`config.mk`:
```
export PLATFORM = sky130hd
export DESIGN_NAME = texel_format_converter_flat
export DESIGN_NICKNAME = d
export VERILOG_FILES = /design/src/rtl/tfc_pkg.sv /design/src/rtl/tfc_if.sv /design/src/rtl/texel_format_converter.sv /design/src/flat_wrapper.sv
export SDC_FILE = /design/constraint.sdc
export NUM_CORES = 1
export LEC_CHECK = 0
export BUFFER_PORTS_ARGS = -buffer_cell sky130_fd_sc_hd__buf_2
export CAP_MARGIN = 20
export CORE_UTILIZATION = 55
export DETAILED_ROUTE_END_ITERATION = 16
export GPL_TIMING_DRIVEN = 0
export PLACE_DENSITY = 0.73
export REMOVE_ABC_BUFFERS = 1
export SLEW_MARGIN = 20
export SYNTH_ARGS = -nofsm -noshare
export SYNTH_HDL_FRONTEND = slang
export SYNTH_SLANG_ARGS = --single-unit
```
`constraint.sdc`:
```
create_clock -name clk -period 8.5 [get_ports clk]
set_input_delay 1.275 -clock clk [delete_from_list [all_inputs] [get_ports clk]]
set_output_delay 1.275 -clock clk [all_outputs]
set_load 0.005 [all_outputs]
```
`src/rtl/tfc_pkg.sv`:
```
// shared types and constants for the texel format converter
package tfc_pkg;

	localparam int unsigned FMT_W   = 3;
	localparam int unsigned BYTE_W  = 8;
	localparam int unsigned TEXEL_W = 16;

	// source transfer formats
	typedef enum logic [FMT_W-1:0] {
		FMT_ALPHA     = 3'd0,
		FMT_LUMINANCE = 3'd1,
		FMT_LUM_ALPHA = 3'd2,
		FMT_RED       = 3'd3,
		FMT_GREEN     = 3'd4,
		FMT_BLUE      = 3'd5,
		FMT_RGB       = 3'd6,
		FMT_RGBA      = 3'd7
	} src_fmt_t;

	// base internal formats, codes above rgba pack as rgba
	typedef enum logic [FMT_W-1:0] {
		BASE_RGB       = 3'd0,
		BASE_LUMINANCE = 3'd1,
		BASE_ALPHA     = 3'd2,
		BASE_LUM_ALPHA = 3'd3,
		BASE_INTENSITY = 3'd4,
		BASE_RGBA      = 3'd5
	} base_fmt_t;

	localparam logic [BYTE_W-1:0] ALPHA_OPAQUE = 8'hFF;
	localparam logic [BYTE_W-1:0] COLOUR_ZERO  = 8'h00;
	localparam logic [11:0]       WHITE_RGB444 = 12'hFFF;

endpackage

```
`src/rtl/tfc_if.sv`:
```
// stream interfaces for source pixels and packed texels
interface tfc_pixel_if import tfc_pkg::*; ();
	logic              valid;
	logic              ready;
	logic [FMT_W-1:0]  source_format;
	logic [FMT_W-1:0]  internal_base;
	logic [BYTE_W-1:0] byte0;
	logic [BYTE_W-1:0] byte1;
	logic [BYTE_W-1:0] byte2;
	logic [BYTE_W-1:0] byte3;

	modport source (output valid, source_format, internal_base, byte0, byte1, byte2, byte3,
		input ready);
	modport sink (input valid, source_format, internal_base, byte0, byte1, byte2, byte3,
		output ready);
endinterface

interface tfc_texel_if import tfc_pkg::*; ();
	logic               valid;
	logic               ready;
	logic [TEXEL_W-1:0] texel;

	modport source (output valid, texel, input ready);
	modport sink (input valid, texel, output ready);
endinterface

```
`src/rtl/texel_format_converter.sv`:
```
// Texel format converter: one source pixel of up to four bytes in, one packed 16-bit texel out.
// The pixel is widened to RGBA (luminance to R=G=B, missing alpha 255, missing colour 0), then
// packed as RGB565 for rgb and luminance bases or ARGB4444 for the rest, each channel rounded as
// (c*(2^n-1)+127)/255. Throughput is one pixel per clock while the output is not held off. Each
// pixel passes the input register, then the result register, with rounding and packing between.
// A held-off output stalls the input only when both registers are full. No reset-time sweep.
module texel_format_converter import tfc_pkg::*; (
	input  logic            clk,
	input  logic            arst_n,
	tfc_pixel_if.sink       pixel,
	tfc_texel_if.source     texel
);

	logic              valid_s1;
	logic [FMT_W-1:0]  fmt_s1;
	logic [FMT_W-1:0]  base_s1;
	logic [BYTE_W-1:0] b0_s1, b1_s1, b2_s1, b3_s1;
	logic              valid_s2;
	logic [TEXEL_W-1:0] texel_s2;

	logic stall_s2;
	logic load_s1;
	logic [BYTE_W-1:0] r, g, b, a;
	logic [TEXEL_W-1:0] texel_d;

	// rounded narrowing of one channel to n bits, divide by 255 through reciprocal
	function automatic logic [5:0] narrow(input logic [BYTE_W-1:0] c, input logic [2:0] n);
		logic [5:0]  top;
		logic [15:0] x;
		logic [15:0] q;
		top = 6'((7'd1 << n) - 7'd1);
		x = 16'(c) * 16'(top) + 16'd127;
		q = (x + 16'd1 + (x >> 8)) >> 8;
		return q[5:0];
	endfunction

	assign stall_s2 = valid_s2 && !texel.ready;
	assign pixel.ready = !(valid_s1 && stall_s2);
	assign load_s1 = pixel.valid && pixel.ready;

	always_ff @(posedge clk or negedge arst_n) begin
		if (!arst_n) begin
			valid_s1 <= 1'b0;
			valid_s2 <= 1'b0;
		end else begin
			if (pixel.ready)
				valid_s1 <= pixel.valid;
			if (!stall_s2)
				valid_s2 <= valid_s1;
		end
	end

	always_ff @(posedge clk) begin
		if (load_s1) begin
			fmt_s1  <= pixel.source_format;
			base_s1 <= pixel.internal_base;
			b0_s1   <= pixel.byte0;
			b1_s1   <= pixel.byte1;
			b2_s1   <= pixel.byte2;
			b3_s1   <= pixel.byte3;
		end
		if (!stall_s2 && valid_s1)
			texel_s2 <= texel_d;
	end

	// expand to rgba
	always_comb begin
		r = COLOUR_ZERO;
		g = COLOUR_ZERO;
		b = COLOUR_ZERO;
		a = ALPHA_OPAQUE;
		case (src_fmt_t'(fmt_s1))
			FMT_ALPHA: a = b0_s1;
			FMT_LUMINANCE: begin
				r = b0_s1; g = b0_s1; b = b0_s1;
			end
			FMT_LUM_ALPHA: begin
				r = b0_s1; g = b0_s1; b = b0_s1; a = b1_s1;
			end
			FMT_RED:   r = b0_s1;
			FMT_GREEN: g = b0_s1;
			FMT_BLUE:  b = b0_s1;
			FMT_RGB: begin
				r = b0_s1; g = b1_s1; b = b2_s1;
			end
			FMT_RGBA: begin
				r = b0_s1; g = b1_s1; b = b2_s1; a = b3_s1;
			end
			default: begin
				r = b0_s1; g = b1_s1; b = b2_s1; a = b3_s1;
			end
		endcase
	end

	// pack by base format, luminance and intensity come from red
	always_comb begin
		logic [5:0] r5, g6, b5, l5, l6, a4, r4, g4, b4;
		r5 = narrow(r, 3'd5);
		g6 = narrow(g, 3'd6);
		b5 = narrow(b, 3'd5);
		l5 = r5;
		l6 = narrow(r, 3'd6);
		a4 = narrow(a, 3'd4);
		r4 = narrow(r, 3'd4);
		g4 = narrow(g, 3'd4);
		b4 = narrow(b, 3'd4);
		case (base_fmt_t'(base_s1))
			BASE_RGB:       texel_d = {r5[4:0], g6, b5[4:0]};
			BASE_LUMINANCE: texel_d = {l5[4:0], l6, l5[4:0]};
			BASE_ALPHA:     texel_d = {a4[3:0], WHITE_RGB444};
			BASE_LUM_ALPHA: texel_d = {a4[3:0], r4[3:0], r4[3:0], r4[3:0]};
			BASE_INTENSITY: texel_d = {r4[3:0], r4[3:0], r4[3:0], r4[3:0]};
			default:        texel_d = {a4[3:0], r4[3:0], g4[3:0], b4[3:0]};
		endcase
	end

	assign texel.valid = valid_s2;
	assign texel.texel = texel_s2;

	// a result appears only from a pixel held in the input register
	a_s2_from_s1: assert property (@(posedge clk) disable iff (!arst_n)
		$rose(valid_s2) |-> $past(valid_s1))
		else $error("result register filled without an input pixel");

	// input register holds its pixel while the result register is blocked
	a_s1_hold: assert property (@(posedge clk) disable iff (!arst_n)
		(valid_s1 && stall_s2) |=> (valid_s1 && $stable(fmt_s1) && $stable(base_s1)
			&& $stable(b0_s1) && $stable(b1_s1) && $stable(b2_s1) && $stable(b3_s1)))
		else $error("input register changed during a stall");

	// input is refused only when both stages are full and the output is stalled
	a_ready_low: assert property (@(posedge clk) disable iff (!arst_n)
		!pixel.ready |-> (valid_s1 && valid_s2 && !texel.ready))
		else $error("input refused without a full pipeline");

	// a blocked result keeps its value
	a_s2_hold: assert property (@(posedge clk) disable iff (!arst_n)
		stall_s2 |=> (valid_s2 && $stable(texel_s2)))
		else $error("result register changed during a stall");

endmodule
```
`src/flat_wrapper.sv`:
```
// flat-port wrapper written by rule: the top's interface ports become plain ports
module texel_format_converter_flat import tfc_pkg::*;
  (clk, arst_n, pixel_valid, pixel_source_format, pixel_internal_base, pixel_byte0, pixel_byte1, pixel_byte2, pixel_byte3, pixel_ready, texel_valid, texel_texel, texel_ready);
  tfc_pixel_if pixel_i ();
  tfc_texel_if texel_i ();
  input  logic clk;
  input  logic arst_n;
  input wire logic [$bits(pixel_i.valid)-1:0] pixel_valid;
  input wire logic [$bits(pixel_i.source_format)-1:0] pixel_source_format;
  input wire logic [$bits(pixel_i.internal_base)-1:0] pixel_internal_base;
  input wire logic [$bits(pixel_i.byte0)-1:0] pixel_byte0;
  input wire logic [$bits(pixel_i.byte1)-1:0] pixel_byte1;
  input wire logic [$bits(pixel_i.byte2)-1:0] pixel_byte2;
  input wire logic [$bits(pixel_i.byte3)-1:0] pixel_byte3;
  output wire logic [$bits(pixel_i.ready)-1:0] pixel_ready;
  output wire logic [$bits(texel_i.valid)-1:0] texel_valid;
  output wire logic [$bits(texel_i.texel)-1:0] texel_texel;
  input wire logic [$bits(texel_i.ready)-1:0] texel_ready;
  assign pixel_i.valid = pixel_valid;
  assign pixel_i.source_format = pixel_source_format;
  assign pixel_i.internal_base = pixel_internal_base;
  assign pixel_i.byte0 = pixel_byte0;
  assign pixel_i.byte1 = pixel_byte1;
  assign pixel_i.byte2 = pixel_byte2;
  assign pixel_i.byte3 = pixel_byte3;
  assign pixel_ready = pixel_i.ready;
  assign texel_valid = texel_i.valid;
  assign texel_texel = texel_i.texel;
  assign texel_i.ready = texel_ready;
  texel_format_converter u_core (.clk(clk), .arst_n(arst_n), .pixel(pixel_i), .texel(texel_i));
endmodule
```
==> results of run 1 <==
==> state kept, by name (all words and copies together) (netlist names) <==
name and count:
u_core.b2_s1 8, u_core.valid_s1 1, u_core.b1_s1 8, u_core.texel.texel 16, u_core.b3_s1 8, u_core.b0_s1 8, u_core.fmt_s1 3, u_core.base_s1 3
u_core.texel.valid 1
==> metal layers <==
metal / vias to the layer above / GRT usage / wire (um) / part of all wire
met3: 51 / 0.02091 / 1478 / 0.050
met1: 4833 / 0.3669 / 13330 / 0.45
li1: 4985 / - / - / -
met2: 285 / 0.4544 / 14110 / 0.48
met5: - / 0 / 0 / 0
met4: 0 / 0.07879 / 681 / 0.023
==> per-stage QoR <==
| stage | setup TNS (ns) | area [um^2] |
|---|---|---|
| detailed placement | -2.000 | 12660 |
| floorplan | 0 | 11980 |
| finish | 0 | 12950 |
| CTS | 0 | 12830 |
| global route | -0.05121 | 12940 |
| global placement | -1.895 | 12610 |
==> timing repair <==
item                                    4_1_cts  5_1_grt
pin swaps                                     0        0
setup buffers                                 1       10
gates resized for setup                       2        3
endpoints found under the setup margin        6        8
==> how the worst max path moves through the flow <==
| stage | start | endpoint | slack [ns] |
|---|---|---|---|
| after detailed placement | u_core.fmt_s1[2]$_DFFE_PP_ | u_core.texel.texel[10]$_DFFE_PP_ | -0.64 |
| after floorplan | u_core.fmt_s1[2]$_DFFE_PP_ | u_core.texel.texel[10]$_DFFE_PP_ | 0.96 |
| after global placement | u_core.fmt_s1[2]$_DFFE_PP_ | u_core.texel.texel[10]$_DFFE_PP_ | -0.54 |
| final | u_core.fmt_s1[0]$_DFFE_PP_ | u_core.texel.texel[7]$_DFFE_PP_ | 0.35 |
| after CTS | u_core.fmt_s1[2]$_DFFE_PP_ | u_core.texel.texel[10]$_DFFE_PP_ | 0.07 |
| after global routing | u_core.fmt_s1[0]$_DFFE_PP_ | u_core.texel.texel[10]$_DFFE_PP_ | -0.03 |
==> power by group through the flow <==
stage	logic [mW]	clock network, mW	registers [mW]
2_1_floorplan	3.52	0	0.402
3_3_place_gp	4.36	0	0.415
3_5_place_dp	4.47	0	0.413
4_1_cts	4.52	0.221	0.406
5_1_grt	5.16	0.231	0.407
6_report	4.60	0.220	0.404
==> logic make-up after synthesis <==
group / after synthesis / synth area share
compound gates: 363 / 0.2115
xor+xnor: 83 / 0.06011
fa+ha+maj: 298 / 0.3685
buf+inv: 243 / 0.07677
flops: 56 / 0.1382
mux: 8 / 0.006932
simple gates: 324 / 0.1379
==> synthesized netlist by cell type, drive strengths merged, types with 13 or more instances <==
cell and instances:
ha 201, edfxtp 54, and2 15, a21oi 73, o21ai 75, nand3 23, clkbuf 23, fa 97
nand2 81, nor3 25, nor2b 18, nor2 74, xor2 27, o21bai 13, nand2b 19, o21a 19
a211oi 21, xnor2 56, a21o 35, inv 214
==> layout make-up <==
type	count	area, um^2
Multi-Input combinational cell	1076	9527
Fill cell	1869	8341
Sequential cell	56	1672
Inverter	216	810.8
Timing Repair Buffer	73	437.9
Tap cell	275	344.1
Clock buffer	5	125.1
Clock inverter	3	27.53
Antenna cell	1	2.502
==> results_dict.tcl, run 1 <==
set metrics [dict create \
    ys_ff_latch 56 \
    cts_sinks 56 \
    synth.distinct_cells 90 \
    min_to "u_core.texel.valid$_DFFE_PN0N_" \
    drive_gt1_frac 0.08747 \
    floorplan.die_area_mm2 0.02258 \
    grt_pass1_wl_mm 48.13 \
    setup_slack_ns 0.3475 \
    min_path_cells 1 \
    drv_cap 0 \
    routabilityCongestion 0.9202 \
    drc 0 \
    yosysTopAreaCell "ha_1" \
    p_int_mw 2.404 \
    slowest_delay_ns 0.56 \
    routed_wl_mm 29.61 \
    start_kind "flip-flop" \
    core_mm2 0.02129 \
    root_buffer "clkbuf_16" \
    drv_slew 0 \
    yosysTopAreaCellShare 0.2080 \
    dp_slack_ns -0.6445 \
    grt_max_degree 26 \
    syn_to_final_growth_pct 7.057 \
    insertion_delay_ns 0.31 \
    dr.pass1.iters 5 \
    p_leak_nw 6.315 \
    p_comb_frac 0.880 \
    finalNonFillerCells 1705 \
    required_ns 8.51 \
    fin_crit_sh 0.9591 \
    p_seq_frac 0.077 \
    final_common_cell "inv_1" \
    synth_area_mm2 0.01209 \
    cts_tree "done" \
    relSlewSlack 0.2545 \
    start_util 0.5681 \
    worst-path-stages 31 \
    dieWidth_um 150.3 \
    finalCriticalPeriod_ns 8.153 \
    p_clk_frac 0.042 \
    port_buffers 59 \
    grt.overflow.total 0 \
    r2r_slack_ns 0.35 \
    yosys_warnings 0 \
    hold_viol 0 \
    synth_edf_count 54 \
    critPathBufInv 5 \
    vdd_drop_max_v 0.0002737 \
    tightestPinTransition_ns 1.115 \
    grt_pass1_vias 9779 \
    cp.arrival_ns 8.16 \
    numCtsBuffers 5 \
    cts_hold_buf 0 \
    powerDensity_mw_per_mm2 403.7 \
    swShare 0.5400 \
    slowest_stage "fa_1" \
    p_sw_mw 2.822 \
    wire_per_inst_um 17.36 \
    finalSetupViolCount 0 \
    dp.final_hpwl_mm 24.58 \
    rows 53 \
    via_per_inst 5.955 \
    min_path_type "flip-flop to flip-flop" \
    status "completed" \
    fp.dieH_um 150.3 \
    syn_avg_cell_area_um2 8.795 \
    rr_endpoint "u_core.texel.texel[7]$_DFFE_PP_" \
    holdWs_ns 0.4950 \
    placed_cells 1685 \
    timing.critical_path.mode_cell "inv_1" \
    path_class "flip-flop to flip-flop" \
    vias 10154 \
    io_pins 60 \
    crit_family "adder cells" \
    clock_skew_ns 0.006660 \
    antenna_left 0 \
    ys.flop_type "edfxtp_1" \
    nets 1768 \
    track_usage 0.2689 \
    final_cell_mix "inv_1, ha_1, fa_1" \
    clock.fmax_mhz 122.7 \
    async_reset_ff_frac 0.03571 \
    drtIter0Drc 634 \
    reg2regPathDepth 31 \
    total_power_mw 5.226 \
    yosys-top-cells-area "ha_1, fa_1, edfxtp_1, inv_1, xnor2_1" \
    h-tree-depth 2 \
    hold_path_startpoint "u_core.valid_s1$_DFFE_PN0N_" \
    ys_seq_area_frac 0.1382 \
    syn_inst 1375 \
    clockBufferDepth 2 \
    cp_max_fo 8 \
    worst_setup_path_end_kind "flip-flop" \
    clk_pin_slew_ns 0.08 \
    fin_util 0.6082 \
    antenna_found_initial 0 \
    rr_startpoint "u_core.fmt_s1[0]$_DFFE_PP_" \
]
Note: power is estimated with default switching activity, not from simulation.
==> run 2, diff against run 1 <==
CORE_ASPECT_RATIO = 2   (was not set)
==> run 2 against run 1 <==
  * Largest power group unchanged
  * Flip-flop and latch count did not move
  * First-iteration DRC count fell by 11%
  * Routed wire length rose by 8.3%
  * Sequential power barely moved
  * Die area rose by 0.16%
  * Sequential share of layout area barely moved
  * Total power rose by 1.9%
  * Critical path depth did not move
  * Cell count fell by 0.23%
  * Clock-buffer cell count did not move
  * Hold slack got worse by 0.0035 ns
==> results_dict.tcl, run 2 (synthesis gave the netlist of run 1 again) <==
set metrics [dict create \
    status "completed" \
    vias 10360 \
    antenna_left 0 \
    grt_pass1_wl_mm 51.42 \
    total_power_mw 5.325 \
    clock_skew_ns 0.01680 \
    antenna_found_initial 0 \
    dieWidth_um 106.9 \
    cp.arrival_ns 8.24 \
    drc 0 \
    drtIter0Drc 567 \
    start_kind "flip-flop" \
    worst_setup_path_end_kind "flip-flop" \
    fin_crit_sh 0.9654 \
    vdd_drop_max_v 0.0003527 \
    tightestPinTransition_ns 0.8974 \
    fin_util 0.5999 \
    syn_to_final_growth_pct 7.077 \
    insertion_delay_ns 0.32 \
    clock.fmax_mhz 121.9 \
    critPathBufInv 5 \
    relSlewSlack 0.3999 \
    nFillCells 1915 \
    grt.overflow.total 0 \
    grt_max_degree 27 \
    dr.pass1.iters 5 \
    numCtsBuffers 5 \
    powerDensity_mw_per_mm2 411.2 \
    drv_cap 0 \
    routabilityCongestion 0.9502 \
    required_ns 8.53 \
    fin_tns_setup_ns 0 \
    cp_max_fo 11 \
    nets 1766 \
    fp.dieH_um 211.7 \
    port_buffers 59 \
    grt-busiest-layer "met2" \
    wire_per_inst_um 18.85 \
    grt_util_met2 0.5637 \
    finalCriticalPeriod_ns 8.205 \
    holdWs_ns 0.4916 \
    final_common_cell "inv_1" \
    start_util 0.5602 \
    io_pins 60 \
    hold_viol 0 \
    finalSetupViolCount 0 \
    met1_usage 0.2907 \
    met3_usage 0.01940 \
    drv_slew 0 \
    drive_gt1_frac 0.09040 \
    cts_tree "done" \
    p_leak_nw 6.315 \
    clk_pin_slew_ns 0.08 \
    multi_input_comb_area_mm2 0.009562 \
    timing.critical_path.mode_cell "fa_1" \
    clockBufferDepth 2 \
    via_per_inst 6.091 \
    crit_family "adder cells" \
    rows 76 \
    routed_wl_mm 32.07 \
    slowest_delay_ns 0.61 \
    final_cell_mix "inv_1, ha_1, fa_1" \
    track_usage 0.2941 \
    slowest_stage "fa_1" \
    path_class "flip-flop to flip-flop" \
    dp.final_hpwl_mm 26.74 \
    core_mm2 0.02159 \
    largest_reg_flops 16 \
    cts_sinks 56 \
    floorplan.die_area_mm2 0.02262 \
    seq_area_mm2 0.001672 \
    min_path_type "flip-flop to flip-flop" \
    root_buffer "clkbuf_16" \
    h-tree-depth 2 \
    grt_setup_unrepaired "false" \
    grt_pass1_vias 10611 \
]
run 2: changes by cell type in the layout (fill, tap and decap cells not counted), sizes merged:
cell and delta:
buf -2, clkinv -1, clkinvlp +1
run 2: worst paths after layout:
check,slack (ns),end,cells past startpoint,start
max in group asynchronous,7.69,u_core.texel.valid$_DFFE_PN0N_,1,arst_n
worst max-delay path,0.29,u_core.texel.texel[6]$_DFFE_PP_,31,u_core.fmt_s1[1]$_DFFE_PP_
worst max register to register,0.29,u_core.texel.texel[6]$_DFFE_PP_,31,u_core.fmt_s1[1]$_DFFE_PP_
worst min register to register,0.49,u_core.texel.valid$_DFFE_PN0N_,1,u_core.valid_s1$_DFFE_PN0N_
min in group asynchronous,0.72,u_core.valid_s1$_DFFE_PN0N_,1,arst_n
worst min-delay path,0.49,u_core.texel.valid$_DFFE_PN0N_,1,u_core.valid_s1$_DFFE_PN0N_
run 2: power breakdown:
part           total (mW)  leakage, nW  switching, mW  internal [mW]
registers           0.404        0.540         0.0313          0.373
logic                4.70         5.71           2.76           1.94
clock network       0.222       0.0680          0.110          0.112
run 2: cell type report:
cell class,count,area share
multi-input combinational,1076,0.7384
sequential,56,0.1291
inverter,216,0.06261
timing repair buffer,71,0.03160
tap,273,0.02638
clock buffer,5,0.009663
clock inverter,3,0.002029
antenna,1,0.0001933
run 2: repair_timing:
| action | in CTS | in global routing |
|---|---|---|
| hold buffers | 0 | 0 |
| setup buffers | 8 | 1 |
| endpoints found under the hold margin | 0 | 0 |
| setup endpoints to repair | 8 | 7 |
| resized for setup | 2 | 11 |
| pin swaps | 0 | 2 |
run 2: per-layer routing:
metal,part of all wire,wire (um)
met5,0,0
met4,0.077,2476
met3,0.039,1265
met2,0.55,17640
met1,0.33,10680
run 2: stage by stage:
step	instance area, um^2	worst slack [ns]	instances
global route	12950	0.01060	1700
finish	12950	0.2945	1701
floorplan	11980	0.9602	1348
CTS	12880	0.1614	1699
global placement	12610	-0.6985	1680
detailed placement	12660	-0.7270	1683
